<file path="src/rtl/isotp_frame_reassembler_assert.svh">
// Assertion macros for the ISO-TP frame reassembler.
// Expects clk and rst_n in the scope where a macro is used.
`ifndef ISOTP_FRAME_REASSEMBLER_ASSERT_SVH
`define ISOTP_FRAME_REASSEMBLER_ASSERT_SVH
`ifndef SYNTH
`define ISOTP_ASSERT_IMP(label, ante, cons, msg) \
  label: assert property (@(posedge clk) disable iff (!rst_n) (ante) |-> (cons)) \
    else $error(msg);
`define ISOTP_ASSERT_NXT(label, ante, cons, msg) \
  label: assert property (@(posedge clk) disable iff (!rst_n) (ante) |=> (cons)) \
    else $error(msg);
`else
`define ISOTP_ASSERT_IMP(label, ante, cons, msg)
`define ISOTP_ASSERT_NXT(label, ante, cons, msg)
`endif
`endif

</file>
<file path="src/rtl/isotp_pkg.sv">
// Shared constants, transaction types and helper functions for the ISO-TP reassembler.
// No dependencies.
package isotp_pkg;

  localparam int MAX_LEN     = 512;
  localparam int STORE_WORDS = (MAX_LEN + 7) / 8;
  localparam int ADDR_W      = $clog2(STORE_WORDS);
  localparam int POS_W       = $clog2(MAX_LEN) + 1;
  localparam int LEN_W       = 12;
  localparam int CF_BYTES    = 7;
  localparam int FF_BYTES    = 6;
  localparam int CMDQ_DEPTH  = 4;

  localparam logic [1:0] KIND_DATA     = 2'd0;
  localparam logic [1:0] KIND_FLOW     = 2'd1;
  localparam logic [1:0] KIND_TOO_LONG = 2'd2;

  localparam logic [3:0] FT_SINGLE = 4'h0;
  localparam logic [3:0] FT_FIRST  = 4'h1;
  localparam logic [3:0] FT_CONSEC = 4'h2;
  localparam logic [3:0] FT_FLOW   = 4'h3;

  typedef enum logic [1:0] {
    CMD_REPORT     = 2'd0,
    CMD_STORE      = 2'd1,
    CMD_STORE_LAST = 2'd2
  } cmd_op_t;

  typedef struct packed {
    logic [10:0] can_id;
    logic [63:0] payload;
  } in_t;

  typedef struct packed {
    logic [1:0]       kind;
    logic [63:0]      data_word;
    logic [3:0]       valid_bytes;
    logic             last;
    logic [LEN_W-1:0] msg_length;
    logic [1:0]       flow_status;
    logic [7:0]       block_size;
    logic [7:0]       st_min;
  } out_t;

  // For store commands res carries top-aligned bytes and byte count; CMD_STORE_LAST also carries the message length.
  typedef struct packed {
    cmd_op_t          op;
    logic [POS_W-1:0] pos;
    out_t             res;
  } cmd_t;

  function automatic logic [63:0] top_mask(input logic [3:0] n);
    logic [63:0] m;
    m = '0;
    for (int i = 0; i < 8; i++) begin
      m[63-8*i -: 8] = (4'(i) < n) ? 8'hFF : 8'h00;
    end
    return m;
  endfunction

  function automatic logic [7:0] top_be(input logic [3:0] n);
    logic [7:0] be;
    be = '0;
    for (int i = 0; i < 8; i++) begin
      be[7-i] = (4'(i) < n);
    end
    return be;
  endfunction

endpackage

</file>
<file path="src/rtl/isotp_front.sv">
// Front end: identifier filter, PCI decode and reassembly bookkeeping.
// Depends on isotp_pkg; feeds commands to isotp_cmdq.
module isotp_front import isotp_pkg::*; (
  input  logic        clk,
  input  logic        rst_n,
  input  logic        cfg_we,
  input  logic [10:0] cfg_wdata,
  input  logic        in_valid,
  output logic        in_stall,
  input  in_t         in_data,
  input  logic        q_full,
  output logic        q_push,
  output cmd_t        q_cmd
);

  logic [10:0]      rx_id_r;
  logic             asm_r, asm_nxt;
  logic [POS_W-1:0] exp_r, exp_nxt;
  logic [POS_W-1:0] rc_r, rc_nxt;
  logic [3:0]       seq_r, seq_nxt;

  logic             accept;
  logic             match;
  logic             gen;
  logic [3:0]       ftype;
  logic [3:0]       low;
  logic [7:0]       b1;
  logic [11:0]      total;
  logic [POS_W-1:0] rc_sum;

  assign in_stall = q_full;
  assign accept   = in_valid && !q_full;
  assign ftype    = in_data.payload[63:60];
  assign low      = in_data.payload[59:56];
  assign b1       = in_data.payload[55:48];
  assign total    = {low, b1};
  assign match    = (in_data.can_id == rx_id_r);
  assign rc_sum   = rc_r + POS_W'(CF_BYTES);
  assign q_push   = accept && match && gen;

  always_comb begin
    gen     = 1'b0;
    q_cmd   = '0;
    asm_nxt = asm_r;
    exp_nxt = exp_r;
    rc_nxt  = rc_r;
    seq_nxt = seq_r;
    unique case (ftype)
      FT_SINGLE: begin
        if (low != 4'd0 && low <= 4'd7) begin
          gen                   = 1'b1;
          q_cmd.op              = CMD_REPORT;
          q_cmd.res.kind        = KIND_DATA;
          q_cmd.res.data_word   = (in_data.payload << 8) & top_mask(low);
          q_cmd.res.valid_bytes = low;
          q_cmd.res.last        = 1'b1;
          q_cmd.res.msg_length  = LEN_W'(low);
        end
      end
      FT_FIRST: begin
        if ({1'b0, total} > 13'(MAX_LEN)) begin
          gen                  = 1'b1;
          q_cmd.op             = CMD_REPORT;
          q_cmd.res.kind       = KIND_TOO_LONG;
          q_cmd.res.last       = 1'b1;
          q_cmd.res.msg_length = total;
          asm_nxt              = 1'b0;
        end else if (total >= 12'd8) begin
          gen                   = 1'b1;
          q_cmd.op              = CMD_STORE;
          q_cmd.pos             = '0;
          q_cmd.res.data_word   = in_data.payload << 16;
          q_cmd.res.valid_bytes = 4'(FF_BYTES);
          asm_nxt               = 1'b1;
          exp_nxt               = POS_W'(total);
          rc_nxt                = POS_W'(FF_BYTES);
          seq_nxt               = 4'd0;
        end
      end
      FT_CONSEC: begin
        if (asm_r && low == 4'(seq_r + 4'd1)) begin
          gen                   = 1'b1;
          seq_nxt               = low;
          q_cmd.pos             = rc_r;
          q_cmd.res.data_word   = in_data.payload << 8;
          q_cmd.res.valid_bytes = 4'(CF_BYTES);
          if (rc_sum >= exp_r) begin
            q_cmd.op             = CMD_STORE_LAST;
            q_cmd.res.msg_length = LEN_W'(exp_r);
            asm_nxt              = 1'b0;
            exp_nxt              = '0;
            rc_nxt               = '0;
            seq_nxt              = 4'd0;
          end else begin
            q_cmd.op = CMD_STORE;
            rc_nxt   = rc_sum;
          end
        end
      end
      FT_FLOW: begin
        gen                   = 1'b1;
        q_cmd.op              = CMD_REPORT;
        q_cmd.res.kind        = KIND_FLOW;
        q_cmd.res.last        = 1'b1;
        q_cmd.res.flow_status = (low > 4'd3) ? 2'd3 : low[1:0];
        q_cmd.res.block_size  = b1;
        q_cmd.res.st_min      = in_data.payload[47:40];
      end
      default: begin
        gen = 1'b0;
      end
    endcase
  end

  always_ff @(posedge clk) begin
    if (!rst_n) begin
      rx_id_r <= '0;
      asm_r   <= 1'b0;
      exp_r   <= '0;
      rc_r    <= '0;
      seq_r   <= '0;
    end else begin
      if (cfg_we) begin
        rx_id_r <= cfg_wdata;
      end
      if (accept && match) begin
        asm_r <= asm_nxt;
        exp_r <= exp_nxt;
        rc_r  <= rc_nxt;
        seq_r <= seq_nxt;
      end
    end
  end

endmodule

</file>
<file path="config.mk">
export PLATFORM = sky130hd
export DESIGN_NAME = isotp_front
export DESIGN_NICKNAME = d
export VERILOG_FILES = /design/src/rtl/isotp_frame_reassembler_assert.svh /design/src/rtl/isotp_pkg.sv /design/src/rtl/isotp_front.sv
export SDC_FILE = /design/constraint.sdc
export NUM_CORES = 1
export LEC_CHECK = 0
export BUFFER_PORTS_ARGS = -buffer_cell sky130_fd_sc_hd__buf_2
export CAP_MARGIN = 20
export CORE_AREA = 8 8 98 91
export CTS_CLUSTER_SIZE = 8
export DETAILED_ROUTE_END_ITERATION = 6
export DIE_AREA = 0 0 106 99
export PLACE_DENSITY = 0.9
export SYNTH_ARGS = -nofsm -noshare
export SYNTH_HDL_FRONTEND = slang
export SYNTH_SLANG_ARGS = --single-unit
</file>
<file path="constraint.sdc">
create_clock -name clk -period 9.16 [get_ports clk]
set_input_delay 1.374 -clock clk [delete_from_list [all_inputs] [get_ports clk]]
set_output_delay 1.374 -clock clk [all_outputs]
set_load 0.02 [all_outputs]
</file>
==> run metrics <==
Netlist cell types=55; Switch Pwr=approximately 120 µW; cts bufs inserted=5; Critical Path RT=approximately 8000 ps; Finished Core Util=around 61%; fin crit share=between 60% and 70%; Starting DRT DRC Count=between 600 and 700; relative slew slack=34.2%; H-tree depth=2; skew final=between 10 and 15 ps; Routed Antenna Nets=0; die height=around 99 µm; die area=between 10,000 and 15,000 µm²; total gr overflow=0; Mapped Area=~3300 µm²; total power=roughly 390 µW; largest net degree at the start of global routing=50; Hold Fails Final Rpt=0; antenna violations before repair=4; most frequent cells after synthesis=a22o_1 (48), and2_1 (41), nand2_1 (38); Max Cap Violations=0; Leak=0.00228 µW; Port Buffers=196; most frequent cell after synthesis=a22o_1; row cnt=30; # fillers=between 600 and 700; slowest stage delay, CP=approximately 940 ps; cts repair resizes=0; Fin Setup TNS=0 ps; synthesized area per cell=7.75 µm²; top post-synthesis cells by area=dfxtp_1 (22%), a22o_1 (13%), and2_1 (7.7%), mux2i_1 (6.6%), ha_1 (4.5%); via count=between 4k and 5k; first-pass iteration count of the detailed router=5; hold path startpoint=exp_r[8]$_SDFFE_PN0P_; startpoint types=input port; status=finished clean; Critical Path AT=between 4000 and 5000 ps; ys flop type=dfxtp_1; post-synthesis cell count=432; Fmax achieved=179 MHz; # clock sinks=36; Synth area leader=dfxtp_1; DR vias/cell=just over 6; clk slew on worst S/H paths=70 ps; nets=between 700 and 800; area share of the largest cell type after synthesis=a little over a fifth; CTS tree=built; Int Power=between 200 and 300 µW; Register Area=just over 700 µm²; Worst VDD drop=89.6 µV; Worst Path Class, Setup=in -> out; cells along the critical path=buf_2, nor2_1, nand3b_1, or4_1, nand2_2, a21oi_1, nor4_1, buf_2; Area Growth Syn to Fin=32.9%; synth warn=0; PwrDens=86.8 nW/µm²; Switching Share=between 20% and 30%; Starting Density=a little under half; sequential power share=about two fifths; first-pass GRT wire length=approximately 23,000 µm; class of the worst hold path=reg -> reg; final wirelength=~15,000 µm; Yosys reg bits=36; final setup vio count=0; Post-synth EDFFs=0; final RePlAce weighted congestion=1.03; hpwl dp=12,400 µm; core footprint=about 7300 µm²; GRT Overall Usage=between 20% and 30%; hold-fix buffer count after cts=0; DRC Markers=0; fraction of registers with async set/reset=0%; actual slew at the worst max-slew pin=around 1000 ps; worst setup path start=in_data[62]; Clock Tree Root=clkbuf_8; Top cell by count, worst path=buf_2; DIE WIDTH=about 110 µm; critical path's slowest cell=or4_1; Clk network pwr share=a little over a third; layout cells sized above 1=36.4%; area of the multi-input gates=2420 µm²; Crit. End Element=output port; unrepaired setup endpoints after global routing=false; max-slew violations=0; clock latency on the worst-skew pair=about 300 ps; logic gate share of total power=21.5%; worst reg2reg path startpoint=rc_r[0]$_SDFFE_PN0P_; vias in the first global route=between 4k and 5k; setup repair bufs after CTS=0; boundary pin count=between 200 and 250; Clock Path Buffers=2; Wirelength per Cell=approximately 21 µm; critical-path maximum fanout=15; Tmin final=roughly 5600 ps; register area share after synthesis=a little over a fifth
## power by group through the flow
stage	Clock (µW)	Combinational, µW	Sequential (µW)
after floorplan	0	42.5	164
after global placement	0	79.1	165
after detailed placement	0	80.8	165
after CTS	142	81.1	161
after global routing	150	87.7	162
final	141	83.2	161
## metal layers
| layer | global-route usage [%] | up-vias | wire, µm |
|---|---|---|---|
| li1 | - | 1903 | - |
| met1 | 31.0 | 1999 | 5550 |
| met2 | 45.0 | 360 | 6910 |
| met3 | 10.6 | 61 | 2070 |
| met4 | 9.51 | 4 | 578 |
| met5 | 0 | - | 29 |
## final timing paths
check	end	cells after the start	slack (ps)
worst max-delay path	q_push	8	3570
worst min-delay path	exp_r[8]$_SDFFE_PN0P_	2	460
worst max register to register	exp_r[4]$_SDFFE_PN0P_	13	5000
worst min register to register	exp_r[8]$_SDFFE_PN0P_	2	460
## cell usage in the layout, fill, tap and decap left out, types with 4 or more instances in the layout
cell and n:
a21boi_0 5, a21boi_1 6, a21oi_1 8, a221oi_1 4, a22o_1 48, and2_1 41, buf_2 196, clkbuf_8 5
conb_1 9, dfxtp_1 36, ha_1 12, inv_1 17, mux2i_1 22, nand2_1 38, nand3_1 30, nor2_1 18
nor2b_1 12, nor3_1 6, nor4_1 8, o21ai_0 13, or2_2 6, xnor2_1 6, xor2_1 15
## flip-flops by register name, indices dropped and copies added, names as in the netlist
register  count
asm_r         1
exp_r        10
rx_id_r      11
rc_r         10
seq_r         4
## layout make-up
cell class,instances,share of cell area [%]
sequential,36,16.2
tap,96,2.70
multi-input combinational,352,54.4
antenna,2,0.113
timing repair buffer,200,22.7
inverter,17,1.44
clock inverter,3,0.957
clock buffer,5,1.55
## worst max-delay path, delay by kind of cell
family	cells	cell delay [ps]
AND/OR/NAND/NOR	5	2390
buffers and inverters	2	370
AO/OA/AOI/OAI	1	70
## stage by stage
stage / hold WS (ps) / setup slack [ps] / cell area (µm²) / cells
floorplan: 435 / 4330 / 3380 / 440
global placement: 442 / 3770 / 4320 / 699
detailed placement: 452 / 3670 / 4330 / 700
CTS: 466 / 3550 / 4440 / 708
global route: 490 / 3470 / 4440 / 710
finish: 462 / 3570 / 4450 / 711
## cells by family (layout without fill, tap and decap cells)
kind of cell	Yosys count	after routing	synth area share, %
DFF	36	36	21.5
and+or+nand+nor	177	177	28.3
adders and majority gates	12	12	4.49
buffers and inverters	52	225	7.29
xor gates and xnor gates	21	21	5.50
muxes	22	22	6.58
AOI/OAI and AO/OA	111	111	26.2
other	1	11	0.112
(Power assumes the default switching activity.)
