===== src/rtl/isotp_frame_reassembler_assert.svh =====
// Assertion macros for the ISO-TP frame reassembler.
// Expects clk and rst_n in the scope where a macro is used.
`ifndef ISOTP_FRAME_REASSEMBLER_ASSERT_SVH
`define ISOTP_FRAME_REASSEMBLER_ASSERT_SVH
`ifndef SYNTH
`define ISOTP_ASSERT_IMP(label, ante, cons, msg) \
  label: assert property (@(posedge clk) disable iff (!rst_n) (ante) |-> (cons)) \
    else $error(msg);
`define ISOTP_ASSERT_NXT(label, ante, cons, msg) \
  label: assert property (@(posedge clk) disable iff (!rst_n) (ante) |=> (cons)) \
    else $error(msg);
`else
`define ISOTP_ASSERT_IMP(label, ante, cons, msg)
`define ISOTP_ASSERT_NXT(label, ante, cons, msg)
`endif
`endif


===== src/rtl/isotp_pkg.sv =====
// Shared constants, transaction types and helper functions for the ISO-TP reassembler.
// No dependencies.
package isotp_pkg;

  localparam int MAX_LEN     = 512;
  localparam int STORE_WORDS = (MAX_LEN + 7) / 8;
  localparam int ADDR_W      = $clog2(STORE_WORDS);
  localparam int POS_W       = $clog2(MAX_LEN) + 1;
  localparam int LEN_W       = 12;
  localparam int CF_BYTES    = 7;
  localparam int FF_BYTES    = 6;
  localparam int CMDQ_DEPTH  = 4;

  localparam logic [1:0] KIND_DATA     = 2'd0;
  localparam logic [1:0] KIND_FLOW     = 2'd1;
  localparam logic [1:0] KIND_TOO_LONG = 2'd2;

  localparam logic [3:0] FT_SINGLE = 4'h0;
  localparam logic [3:0] FT_FIRST  = 4'h1;
  localparam logic [3:0] FT_CONSEC = 4'h2;
  localparam logic [3:0] FT_FLOW   = 4'h3;

  typedef enum logic [1:0] {
    CMD_REPORT     = 2'd0,
    CMD_STORE      = 2'd1,
    CMD_STORE_LAST = 2'd2
  } cmd_op_t;

  typedef struct packed {
    logic [10:0] can_id;
    logic [63:0] payload;
  } in_t;

  typedef struct packed {
    logic [1:0]       kind;
    logic [63:0]      data_word;
    logic [3:0]       valid_bytes;
    logic             last;
    logic [LEN_W-1:0] msg_length;
    logic [1:0]       flow_status;
    logic [7:0]       block_size;
    logic [7:0]       st_min;
  } out_t;

  // For store commands res carries top-aligned bytes and byte count; CMD_STORE_LAST also carries the message length.
  typedef struct packed {
    cmd_op_t          op;
    logic [POS_W-1:0] pos;
    out_t             res;
  } cmd_t;

  function automatic logic [63:0] top_mask(input logic [3:0] n);
    logic [63:0] m;
    m = '0;
    for (int i = 0; i < 8; i++) begin
      m[63-8*i -: 8] = (4'(i) < n) ? 8'hFF : 8'h00;
    end
    return m;
  endfunction

  function automatic logic [7:0] top_be(input logic [3:0] n);
    logic [7:0] be;
    be = '0;
    for (int i = 0; i < 8; i++) begin
      be[7-i] = (4'(i) < n);
    end
    return be;
  endfunction

endpackage


===== src/rtl/isotp_cmdq.sv =====
// Short command queue between front end and back end.
// Depends on isotp_pkg.
module isotp_cmdq import isotp_pkg::*; (
  input  logic clk,
  input  logic rst_n,
  input  logic push,
  input  cmd_t push_cmd,
  input  logic pop,
  output logic full,
  output logic valid,
  output cmd_t head
);

  localparam int PTR_W = (CMDQ_DEPTH > 1) ? $clog2(CMDQ_DEPTH) : 1;
  localparam int CNT_W = $clog2(CMDQ_DEPTH + 1);

  cmd_t             entry_r [CMDQ_DEPTH];
  logic [PTR_W-1:0] wr_ptr_r, rd_ptr_r;
  logic [CNT_W-1:0] cnt_r;

  assign full  = (cnt_r == CNT_W'(CMDQ_DEPTH));
  assign valid = (cnt_r != '0);
  assign head  = entry_r[rd_ptr_r];

  function automatic logic [PTR_W-1:0] ptr_inc(input logic [PTR_W-1:0] p);
    return (p == PTR_W'(CMDQ_DEPTH - 1)) ? '0 : PTR_W'(p + 1'b1);
  endfunction

  always_ff @(posedge clk) begin
    if (!rst_n) begin
      wr_ptr_r <= '0;
      rd_ptr_r <= '0;
      cnt_r    <= '0;
    end else begin
      if (push) begin
        wr_ptr_r <= ptr_inc(wr_ptr_r);
      end
      if (pop) begin
        rd_ptr_r <= ptr_inc(rd_ptr_r);
      end
      if (push && !pop) begin
        cnt_r <= cnt_r + 1'b1;
      end else if (pop && !push) begin
        cnt_r <= cnt_r - 1'b1;
      end
    end
  end

  always_ff @(posedge clk) begin
    if (push) begin
      entry_r[wr_ptr_r] <= push_cmd;
    end
  end

endmodule


===== config.mk =====
export PLATFORM = sky130hd
export DESIGN_NAME = isotp_cmdq
export DESIGN_NICKNAME = d
export VERILOG_FILES = /design/src/rtl/isotp_frame_reassembler_assert.svh /design/src/rtl/isotp_pkg.sv /design/src/rtl/isotp_cmdq.sv
export SDC_FILE = /design/constraint.sdc
export NUM_CORES = 1
export LEC_CHECK = 0
export ABC_CLOCK_PERIOD_IN_PS = 7410
export BUFFER_PORTS_ARGS = -buffer_cell sky130_fd_sc_hd__buf_2
export CAP_MARGIN = 15
export CORE_ASPECT_RATIO = 1.75
export CORE_MARGIN = 4
export CORE_UTILIZATION = 60
export DETAILED_ROUTE_END_ITERATION = 10
export PLACE_DENSITY = 0.83
export SYNTH_ARGS = -nofsm -noshare
export SYNTH_HDL_FRONTEND = slang
export SYNTH_SLANG_ARGS = --single-unit

===== constraint.sdc =====
create_clock -name clk -period 7.41 [get_ports clk]
set_input_delay 0.3705 -clock clk [delete_from_list [all_inputs] [get_ports clk]]
set_output_delay 0.3705 -clock clk [all_outputs]
set_load 0.02 [all_outputs]

==> summary.txt, run 1 <==
Status
  – Status: completed

Finish
  – Nets@finish: 1012
  – Most frequent cells in the layout: 452 x edfxtp_1, 231 x buf_2, 113 x mux4_2, 40 x clkbuf_16, 10 x clkinv_1
  – Most common cell after layout, fill and taps aside: edfxtp_1
  – Layout fillers: 1614
  – Share of cells above drive strength 1: 0.444
  – Area growth syn-to-layout: 16.0%
  – Sequential cell area: 0.0138 mm²
  – Multi-input gate area: 0.00282 mm²
  – Non-Filler Instances: 1291

Floorplanning
  – Starting Density: 0.612
  – Die Span Y: 229 µm
  – Ports: 232
  – Die width: 134 µm
  – Total die area: 0.0308 mm²
  – FP Rows: 80
  – Core box area: 0.0274 mm²

Clock network
  – Clock sinks: 461
  – Clock Pin Slew Worst Setup and Hold Paths: 0.06 ns
  – Clk_lat worst skew: 0.53 ns
  – Clk buf depth: 3
  – H-tree depth: 2
  – CTS Hold Bufs: 0
  – CTS-repair resized insts: 0
  – Cts bufs inserted: 39
  – CTS tree: built
  – CTS root buf: clkbuf_16
  – Post-CTS setup repair buffer count: 0

Synthesis
  – #FFs+latches synth: 461
  – Syn Nets: 759
  – XOR/XNOR Fraction of Synth Area: 0.00104
  – Main combinational cell family by area after synthesis: multiplexers
  – Post-Synth Adder-Cell Area: 0.00566
  – Seq/Total Area, Yosys: 0.819
  – Post-Synthesis Cells: 635
  – Post-synthesis compound-gate area fraction: 0.00119
  – Asr flop ratio synth: 0
  – Number of synthesized flops with an enable pin: 452
  – Mapped Avg Cell Area: 26.4 µm²
  – Simple-Gate Fraction of Synth Area: 0.00544
  – Multiplexer area fraction after synthesis: 0.154
  – Post-synthesis cell type count: 22
  – Synth Warn #: 0
  – Area of the mapped netlist: 0.0168 mm²
  – Main flop type after synthesis: edfxtp_1

Global route
  – Vias in the first global route: 8036
  – Largest net degree at the start of global routing: 67
  – GRT Overall Usage: 0.212
  – Final global-route overflow total: 0
  – Global-route wire length before repair: 48600 µm
  – Initial antenna violation count: 11

Critical path
  – Startpoint Class: flop
  – Worst-path maximum fanout: 45
  – R2r setup slk: 4.88 ns
  – Crit path to: head[61]
  – CP arrival: 3.03 ns
  – Required time of the critical path: 7.04 ns
  – R2R cell count: 3
  – Worst R2R Start: wr_ptr_r[0]
  – Reg2Reg Capture Point: entry_r[3][48]
  – CP Class: flop to output port
  – Worst Setup End Kind: output port

Power
  – VDD IR max: 0.223 mV
  – Pwr Total: 5.48 mW
  – Leakage: 6.51 nW
  – Power Density: 281 mW/mm²

Timing
  – RSZ-0062 raised after global routing: false
  – Period utilization: 0.459
  – Endpoints failing setup: 0
  – Max Clk Rate: 0.294 GHz
  – Hold_ws: 0.0532 ns
  – Worst-margin pin slew: 0.946 ns
  – Post-Route Skew: 0.0166 ns
  – Slew margin rel.: 0.370
  – Min Clock Period, post-route: 3.40 ns
  – Fin. max-slew vios: 0
  – Final hold violations: 0
  – Setup_tns: 0 ns

Place
  – Placed cells: 1216
  – Post-DP HPWL: 18600 µm
  – Final GP Congestion: 0.723
  – I/O Buffers: 231

Detailed routing
  – Drt wl/cell: 24.4 µm
  – Total Wirelength: 31500 µm
  – Initial drt markers: 578
  – Vias per cell: 5.85
  – DRT antenna net count: 0
  – DRC errors left: 0
  – Drt pass-1 iters: 5
  – Vias: 7553

Hold path
  – Min-Delay Path Class: input pin to flop

Job
  – Max-cap violations: 0
metal layers:
layer | up-vias | global-route usage | routed length, µm
met3 | 80 | 0.0514 | 2130
met4 | 10 | 0.0959 | 1300
met1 | 3904 | 0.271 | 11200
met5 | - | 0 | 60
li1 | 3245 | - | -
met2 | 314 | 0.348 | 16800
cell families after synthesis:
logic type,Yosys count
AOI/OAI and AO/OA,3
xor gates and xnor gates,2
adders and majority gates,7
buffers and inverters,30
DFF,461
muxes,117
and+or+nand+nor,15
where the power goes:
group          total, mW  internal (mW)  switching [mW]
Combinational      0.519          0.209           0.311
Clock               1.92           1.07           0.856
Sequential          3.03           2.99          0.0455
sequential cells by signal (all words and copies together), names as in the netlist, named ones only:
register	count
cnt_r	3
entry_r	452
rd_ptr_r	2
wr_ptr_r	2
cell type report:
cell class | count | area share
repair buffers | 238 | 0.0621
clock inverters | 20 | 0.00835
multi-input cells | 144 | 0.145
well taps | 369 | 0.0237
clock buffers | 49 | 0.0531
diodes | 6 | 0.000771
flip-flops and latches | 461 | 0.706
inverters | 4 | 0.000771
cell usage after synthesis, types with 2 or more instances:
master    number  area (µm²)
buf_8          8         120
edfxtp_1     452       13600
mux2i_1        4        40.0
ha_1           6        75.1
buf_2         12        60.1
or3_1          2        12.5
clkbuf_1       5        18.8
mux4_2       113        2540
nor2b_1        5        31.3
inv_1          4        15.0
and2_1         5        31.3
dfxtp_1        9         180
per-stage QoR:
stage | cell area [µm²] | util | setup WS, ns
after floorplan | 16800 | - | 3.78
after global placement | 18300 | 0.666 | 4.41
after detailed placement | 18300 | 0.666 | 4.45
after CTS | 19500 | 0.710 | 3.87
after global routing | 19500 | 0.710 | 3.71
final | 19500 | 0.710 | 4.01
worst min-delay path by stage:
| stage | start | to | slack [ns] | cells after the start |
|---|---|---|---|---|
| detailed placement | cnt_r[2] | cnt_r[2] | 0.51 | 2 |
| CTS | push_cmd[22] | entry_r[0][22] | 0.02 | 1 |
| global placement | cnt_r[2] | cnt_r[2] | 0.49 | 2 |
| floorplan | cnt_r[2] | cnt_r[2] | 0.47 | 2 |
| global route | push_cmd[69] | entry_r[2][69] | 0.03 | 1 |
| finish | push_cmd[111] | entry_r[0][111] | 0.05 | 1 |
worst max-delay path, cell delays in order (launching register included):
cell	delay [ns]
dfxtp_4	0.81
buf_4	0.79
mux4_2	0.62
buf_2	0.18
Power figures use the tool's default switching activity.
==> run 2: changes to the inputs <==
- ABC_AREA: default -> 1
- ABC_CLOCK_PERIOD_IN_PS: 7410 -> 3050
- CORE_UTILIZATION: 60 -> 52
- PLACE_DENSITY: 0.83 -> 0.76
- clock period: 7.41 -> 3.05 ns (I/O delays scaled with it)
==> run 2 against run 1 <==
First-iteration DRC count up 44%; clock skew up 0.00097 ns; routed wire length up 23%; critical endpoint is now head[27]; combinational power rose to 3.2 times the previous value; register-to-register slack worse by 3.9 ns; synthesized cell count up 81%; largest cell class unchanged.
==> summary.txt, run 2 <==
Place
  – Placed cell area: 0.0187 mm² (was 0.0183 mm²)
  – Final GP Congestion: 0.840 (was 0.723)
  – Post-DP HPWL: 21500 µm (was 18600 µm)
  – I/O Buffers: 231 (unchanged)

Detailed routing
  – Drt wl/cell: 20.1 µm (was 24.4 µm)
  – DRC errors left: 0 (unchanged)
  – Initial drt markers: 832 (was 578)
  – DRT antenna net count: 0 (unchanged)
  – Vias: 10900 (was 7553)
  – Total Wirelength: 38600 µm (was 31500 µm)
  – Vias per cell: 5.68 (was 5.85)
  – Drt pass-1 iters: 6 (was 5)

Critical path
  – Worst R2R Start: wr_ptr_r[0] (unchanged)
  – Slowest Stage Delay on Critical Path: 0.46 ns (was 0.81 ns)
  – CP Class: flop to output port (unchanged)
  – Worst path slowest cell: inv_6 (was dfxtp_4)
  – CP cell instances: inv_6 > buf_4 > o21ai_0 > o22ai_1 > buf_2 (was buf_4 > mux4_2 > buf_2)
  – Worst-path maximum fanout: 75 (was 45)
  – Startpoint Class: flop (unchanged)
  – Worst Setup End Kind: output port (unchanged)
  – Top delay family on crit path: buffers and inverters (unchanged)
  – Required time of the critical path: 2.90 ns (was 7.04 ns)
  – CP arrival: 2.48 ns (was 3.03 ns)
  – Worst Path Buf+Inv: 3 (was 2)

Finish
  – Area growth syn-to-layout: 23.1% (was 16.0%)
  – Most frequent cells in the layout: 452 x edfxtp_1, 235 x nor2_1, 231 x buf_2, 199 x o21ai_0, 116 x dlygate4sd3_1 (was 452 x edfxtp_1, 231 x buf_2, 113 x mux4_2, 40 x clkbuf_16, 10 x clkinv_1)
  – Share of cells above drive strength 1: 0.208 (was 0.444)
  – Largest regs: entry_r: 452 flops, cnt_r: 3 flops (unchanged)
  – Nets@finish: 1610 (was 1012)
  – Design Area, Final: 0.0211 mm² (was 0.0195 mm²)
  – Most common cell after layout, fill and taps aside: edfxtp_1 (unchanged)
  – Max FFs per register: 452 (unchanged)
  – Largest register by flop count: entry_r (unchanged)

Synthesis
  – Post-Synth Adder-Cell Area: 0.00554 (was 0.00566)
  – XOR/XNOR Fraction of Synth Area: 0.000510 (was 0.00104)
  – Asr flop ratio synth: 0 (unchanged)
  – Post-synthesis cell type count: 22 (unchanged)
  – Number of synthesized flops with an enable pin: 452 (unchanged)
  – Main combinational cell family by area after synthesis: compound AO/OA/AOI/OAI gates (was multiplexers)
  – Synth Warn #: 0 (unchanged)
  – Area leader, netlist: edfxtp_1 (unchanged)
  – Most common cell in the netlist: edfxtp_1 (unchanged)
  – Post-synthesis compound-gate area fraction: 0.109 (was 0.00119)
  – Mapped Avg Cell Area: 14.9 µm² (was 26.4 µm²)
  – Top-area cell type share of the netlist area: 0.790 (was 0.809)
  – Multiplexer area fraction after synthesis: 0 (was 0.154)
  – Area of the mapped netlist: 0.0172 mm² (was 0.0168 mm²)
  – Post-Synthesis Cells: 1152 (was 635)
  – Synth top cells by count: 452 x edfxtp_1, 235 x nor2_1, 199 x o21ai_0 (was 452 x edfxtp_1, 113 x mux4_2, 12 x buf_2)
  – Largest cells by area after synthesis: edfxtp_1 79%, o21ai_0 5.8%, nor2_1 5.1% (was edfxtp_1 81%, mux4_2 15%, dfxtp_1 1.1%)
  – Syn Nets: 1276 (was 759)
  – Simple-Gate Fraction of Synth Area: 0.0549 (was 0.00544)
  – Main flop type after synthesis: edfxtp_1 (unchanged)
  – #FFs+latches synth: 461 (unchanged)
  – Seq/Total Area, Yosys: 0.801 (was 0.819)

Floorplanning
  – FP Rows: 87 (was 80)
  – Die Span Y: 248 µm (was 229 µm)
  – Starting Density: 0.529 (was 0.612)
  – Ports: 232 (unchanged)
  – Die width: 145 µm (was 134 µm)
  – Total die area: 0.0361 mm² (was 0.0308 mm²)
  – Core box area: 0.0324 mm² (was 0.0274 mm²)

Timing
  – RSZ-0062 raised after global routing: false (unchanged)
  – Setup_tns: 0 ns (unchanged)
  – Post-Route Skew: 0.0176 ns (was 0.0166 ns)
  – Endpoints failing setup: 0 (unchanged)
  – Period utilization: 0.862
  – Hold_ws: 0.354 ns (was 0.0532 ns)
  – Slew margin rel.: 0.511 (was 0.370)
  – Final hold violations: 0 (unchanged)
  – Fin. max-slew vios: 0 (unchanged)
  – Worst-margin pin slew: 0.734 ns (was 0.946 ns)
  – Min Clock Period, post-route: 2.63 ns
  – Max Clk Rate: 0.380 GHz

Clock network
  – Clk buf depth: 3 (unchanged)
  – CTS tree: built (unchanged)
  – CTS root buf: clkbuf_16 (unchanged)
  – H-tree depth: 2 (unchanged)
  – Cts bufs inserted: 40 (was 39)
  – Clk_lat worst skew: 0.55 ns (was 0.53 ns)
  – Post-CTS setup repair buffer count: 0 (unchanged)
  – Clock Pin Slew Worst Setup and Hold Paths: 0.07 ns (was 0.06 ns)
  – Clock sinks: 461 (unchanged)

Global route
  – Final global-route overflow total: 0 (unchanged)
  – GRT Overall Usage: 0.211 (was 0.212)
  – Vias in the first global route: 11300 (was 8036)
  – Largest net degree at the start of global routing: 114 (was 67)
  – Global-route wire length before repair: 60600 µm (was 48600 µm)
  – Initial antenna violation count: 1 (was 11)

Power
  – Leakage: 7.42 nW (was 6.51 nW)
  – Power Density: 657 mW/mm² (was 281 mW/mm²)
  – VDD IR max: 0.481 mV (was 0.223 mV)

Job
  – Max-cap violations: 0 (unchanged)

Hold path
  – Min-delay src: push_cmd[51] (was push_cmd[111])
  – Min-Delay Path Class: input pin to flop (unchanged)

Status
  – Status: completed (unchanged)
-- run 2: changes by cell type after synthesis, moves of 5 or more --
cell | before | now
nand2_1 | 0 | 9
o22ai_1 | 0 | 113
mux4_2 | 113 | 0
nor2b_1 | 5 | 0
inv_1 | 4 | 14
buf_6 | 1 | 16
clkbuf_1 | 5 | 36
nor2_1 | 1 | 235
o21ai_0 | 1 | 199
o21ai_1 | 0 | 30
buf_8 | 8 | 1
and2_1 | 5 | 0
-- run 2: worst paths after layout --
path / endpoint / slack, ns / cells after the start
worst max-delay path: head[27] / 0.42 / 5
worst max register to register: entry_r[2][18] / 0.94 / 5
worst min-delay path: entry_r[3][51] / 0.35 / 2
worst min register to register: flop / 0.55 / 2
-- run 2: where the power goes --
part	leakage (nW)	internal (mW)	switching, mW
logic	2.58	0.544	1.10
registers	4.23	7.24	0.0860
clock network	0.611	2.77	2.15
-- run 2: repair_timing --
action                     CTS  global route
hold buffers               116             0
setup endpoints to repair    0             0
resized for setup            0             0
hold endpoints to repair   460             0
-- run 2: final cells by class --
class | count | area (µm²)
antenna | 1 | 2.50
clock buffer | 51 | 1070
clock inverter | 22 | 203
fill | 2219 | 11300
inverter | 16 | 81.3
multi-input combinational | 602 | 2910
sequential | 461 | 13800
tap | 400 | 500
timing repair buffer | 365 | 2600
-- run 2: per-layer routing --
metal,part of all wire,global-route usage,vias up
met5,0,0,-
met4,0.043,0.0954,0
met3,0.055,0.0333,109
met2,0.53,0.380,426
met1,0.38,0.247,5356
li1,-,-,5011
-- run 2: per-stage QoR --
step	total power, mW	cells	utilization	setup slack (ns)
after floorplan	8.37	1152	-	0.279
after global placement	8.94	1728	0.576	0.955
after detailed placement	8.99	1728	0.576	0.941
after CTS	14.0	1917	0.652	0.392
after global routing	14.4	1917	0.652	0.267
final	13.9	1918	0.652	0.422
-- run 2: kinds of logic after synthesis --
family                     count (synthesis)
DFF                                      461
AOI/OAI and AO/OA                        345
and+or+nand+nor                          249
buffers and inverters                     89
adders and majority gates                  7
xor gates and xnor gates                   1
-- run 2: worst reg2reg max path: cells and delay by family, from the launching register on --
family | cells | cell delay (ns)
adders and majority gates | 1 | 0.19
buffers and inverters | 3 | 1.12
DFF | 1 | 0.40
and+or+nand+nor | 1 | 0.10
==> run 3: changes to the inputs <==
--- a/constraint.sdc
+++ b/constraint.sdc
@@ -3,2 +3,2 @@
 set_output_delay 0.1525 -clock clk [all_outputs]
-set_load 0.02 [all_outputs]
+set_load 0.01 [all_outputs]
==> run 3 against run 2 <==
Setup slack improved by 0.028 ns; count of clock-buffer cells in the layout rose by 2; critical path depth fell by 1; routed wire length fell by 2.5%; first-iteration DRC count fell by 12%; via count fell by 1.4%; global-route usage fell by 0.79 points; cell area fell by 0.33%; critical path type unchanged; highest routed layer is now met5.
==> summary.txt, run 3 (synthesis gave the netlist of run 2 again) <==
Place
  – Final GP Congestion: 0.803 (was 0.840)
  – I/O Buffers: 231 (unchanged)
  – Placed cells: 1726 (was 1728)
  – Post-DP HPWL: 20500 µm (was 21500 µm)

Clock network
  – Clock sinks: 461 (unchanged)
  – Clk_lat worst skew: 0.54 ns (was 0.55 ns)
  – CTS root buf: clkbuf_16 (unchanged)
  – Cts bufs inserted: 41 (was 40)
  – Clock Pin Slew Worst Setup and Hold Paths: 0.06 ns (was 0.07 ns)
  – CTS tree: built (unchanged)
  – Post-CTS setup repair buffer count: 0 (unchanged)
  – Clk buf depth: 3 (unchanged)
  – H-tree depth: 2 (unchanged)

Critical path
  – Reg2Reg Capture Point: entry_r[1][43] (was entry_r[2][18])
  – R2R cell count: 5 (unchanged)
  – Worst Setup End Kind: output port (unchanged)
  – CP arrival: 2.45 ns (was 2.48 ns)
  – Top delay family on crit path: buffers and inverters (unchanged)
  – Slowest Stage Delay on Critical Path: 0.63 ns (was 0.46 ns)
  – Worst R2R Start: wr_ptr_r[1] (was wr_ptr_r[0])
  – Worst path slowest cell: buf_12 (was inv_6)
  – Required time of the critical path: 2.90 ns (about the same)
  – R2r setup slk: 1.08 ns (was 0.94 ns)
  – Startpoint Class: flop (unchanged)
  – CP cell instances: buf_12 > o21ai_0 > o22ai_1 > buf_2 (was inv_6 > buf_4 > o21ai_0 > o22ai_1 > buf_2)
  – Worst Path Buf+Inv: 2 (was 3)
  – CP Class: flop to output port (unchanged)
  – Worst-path maximum fanout: 226 (was 75)

Timing
  – Period utilization: 0.852 (was 0.862)
  – Post-Route Skew: 0.0183 ns (was 0.0176 ns)
  – Fin. max-slew vios: 0 (unchanged)
  – Min Clock Period, post-route: 2.60 ns (was 2.63 ns)
  – RSZ-0062 raised after global routing: false (unchanged)
  – Endpoints failing setup: 0 (unchanged)
  – Final hold violations: 0 (unchanged)
  – Slew margin rel.: 0.365 (was 0.511)
  – Setup_tns: 0 ns (unchanged)
  – Worst-margin pin slew: 0.952 ns (was 0.734 ns)
  – Hold_ws: 0.357 ns (was 0.354 ns)
  – Max Clk Rate: 0.385 GHz (was 0.380 GHz)

Power
  – Power Density: 644 mW/mm² (was 657 mW/mm²)
  – Leakage: 7.40 nW (was 7.42 nW)
  – VDD IR max: 0.476 mV (was 0.481 mV)

Floorplanning
  – Die width: 145 µm (unchanged)
  – Die Span Y: 248 µm (unchanged)
  – Starting Density: 0.529 (unchanged)
  – FP Rows: 87 (unchanged)
  – Total die area: 0.0361 mm² (unchanged)
  – Ports: 232 (unchanged)
  – Core box area: 0.0324 mm² (unchanged)

Detailed routing
  – Vias: 10800 (was 10900)
  – DRT antenna net count: 0 (unchanged)
  – Vias per cell: 5.60 (was 5.68)
  – Drt wl/cell: 19.6 µm (was 20.1 µm)
  – Drt pass-1 iters: 5 (was 6)
  – DRC errors left: 0 (unchanged)
  – Initial drt markers: 733 (was 832)
  – Total Wirelength: 37600 µm (was 38600 µm)

Finish
  – Non-Filler Instances: 1920 (was 1918)
  – Share of cells above drive strength 1: 0.202 (was 0.208)
  – Most frequent cells in the layout: 452 x edfxtp_1, 235 x nor2_1, 231 x buf_2, 199 x o21ai_0, 116 x dlygate4sd3_1 (unchanged)
  – Sequential cell area: 0.0138 mm² (unchanged)
  – Layout fillers: 2258 (was 2219)
  – Max FFs per register: 452 (unchanged)
  – Nets@finish: 1609 (was 1610)
  – Largest regs: entry_r: 452 flops, cnt_r: 3 flops (unchanged)
  – Largest register by flop count: entry_r (unchanged)
  – Most common cell after layout, fill and taps aside: edfxtp_1 (unchanged)
  – Multi-input gate area: 0.00291 mm² (unchanged)
  – Area growth syn-to-layout: 22.7% (was 23.1%)

Hold path
  – Hold path depth: 2 (unchanged)
  – Hold Path Sink: entry_r[2][91] (was entry_r[3][51])
  – Min-delay src: push_cmd[91] (was push_cmd[51])
  – Min-Delay Path Class: input pin to flop (unchanged)

Global route
  – Initial antenna violation count: 4 (was 1)
  – Global-route wire length before repair: 58200 µm (was 60600 µm)
  – Vias in the first global route: 10800 (was 11300)
  – GRT Overall Usage: 0.203 (was 0.211)
  – Largest net degree at the start of global routing: 227 (was 114)
  – Final global-route overflow total: 0 (unchanged)

Status
  – Status: completed (unchanged)

Job
  – Max-cap violations: 0 (unchanged)
-- run 3: cell types whose count changed in the layout (fill, tap and decap cells not counted), sizes merged --
cell | before | now
clkinvlp | 9 | 4
buf | 249 | 247
clkinv | 12 | 20
inv | 14 | 13
clkbuf | 51 | 53
diode | 1 | 3
bufinv | 3 | 1
-- run 3: final cells by class --
| type | instances | area share |
|---|---|---|
| clock inverters | 22 | 0.00671 |
| repair buffers | 363 | 0.121 |
| clock buffers | 53 | 0.0529 |
| flip-flops and latches | 461 | 0.653 |
| inverters | 16 | 0.00386 |
| well taps | 400 | 0.0238 |
| diodes | 3 | 0.000356 |
| multi-input cells | 602 | 0.138 |
-- run 3: timing repair --
| action | 4_1_cts | 5_1_grt |
|---|---|---|
| endpoints found under the hold margin | 461 | 0 |
| hold buffers | 116 | 0 |
| endpoints found under the setup margin | 0 | 0 |
| resized for setup | 0 | 0 |
-- run 3: power breakdown --
part	switching, mW	internal (mW)	total, mW
Sequential	0.0642	7.24	7.31
Clock	2.12	2.68	4.80
Combinational	0.928	0.533	1.46
Total	3.11	10.5	13.6
-- run 3: per-stage QoR --
stage	worst slack (ns)	util	cell area [µm²]	power [mW]
global route	0.312	0.649	21100	14.1
detailed placement	1.08	0.575	18600	8.79
global placement	1.11	0.575	18600	8.75
floorplan	0.279	-	17200	8.19
CTS	0.503	0.649	21100	13.7
finish	0.450	0.650	21100	13.6
-- run 3: worst max-delay path by stage --
| stage | depth (start not counted) | from | to |
|---|---|---|---|
| after floorplan | 4 | wr_ptr_r[0] | entry_r[0][0] |
| after global placement | 4 | flop | head[83] |
| after detailed placement | 4 | flop | head[26] |
| after CTS | 4 | flop | head[26] |
| after global routing | 4 | flop | head[42] |
| final | 4 | flop | head[83] |
-- run 3: per-layer routing --
metal,vias to the layer above,routed length [µm],global-route usage
met5,-,7,0
met4,2,1390,0.0850
met3,83,2040,0.0350
met2,355,19600,0.356
met1,5293,14600,0.248
li1,5021,-,-
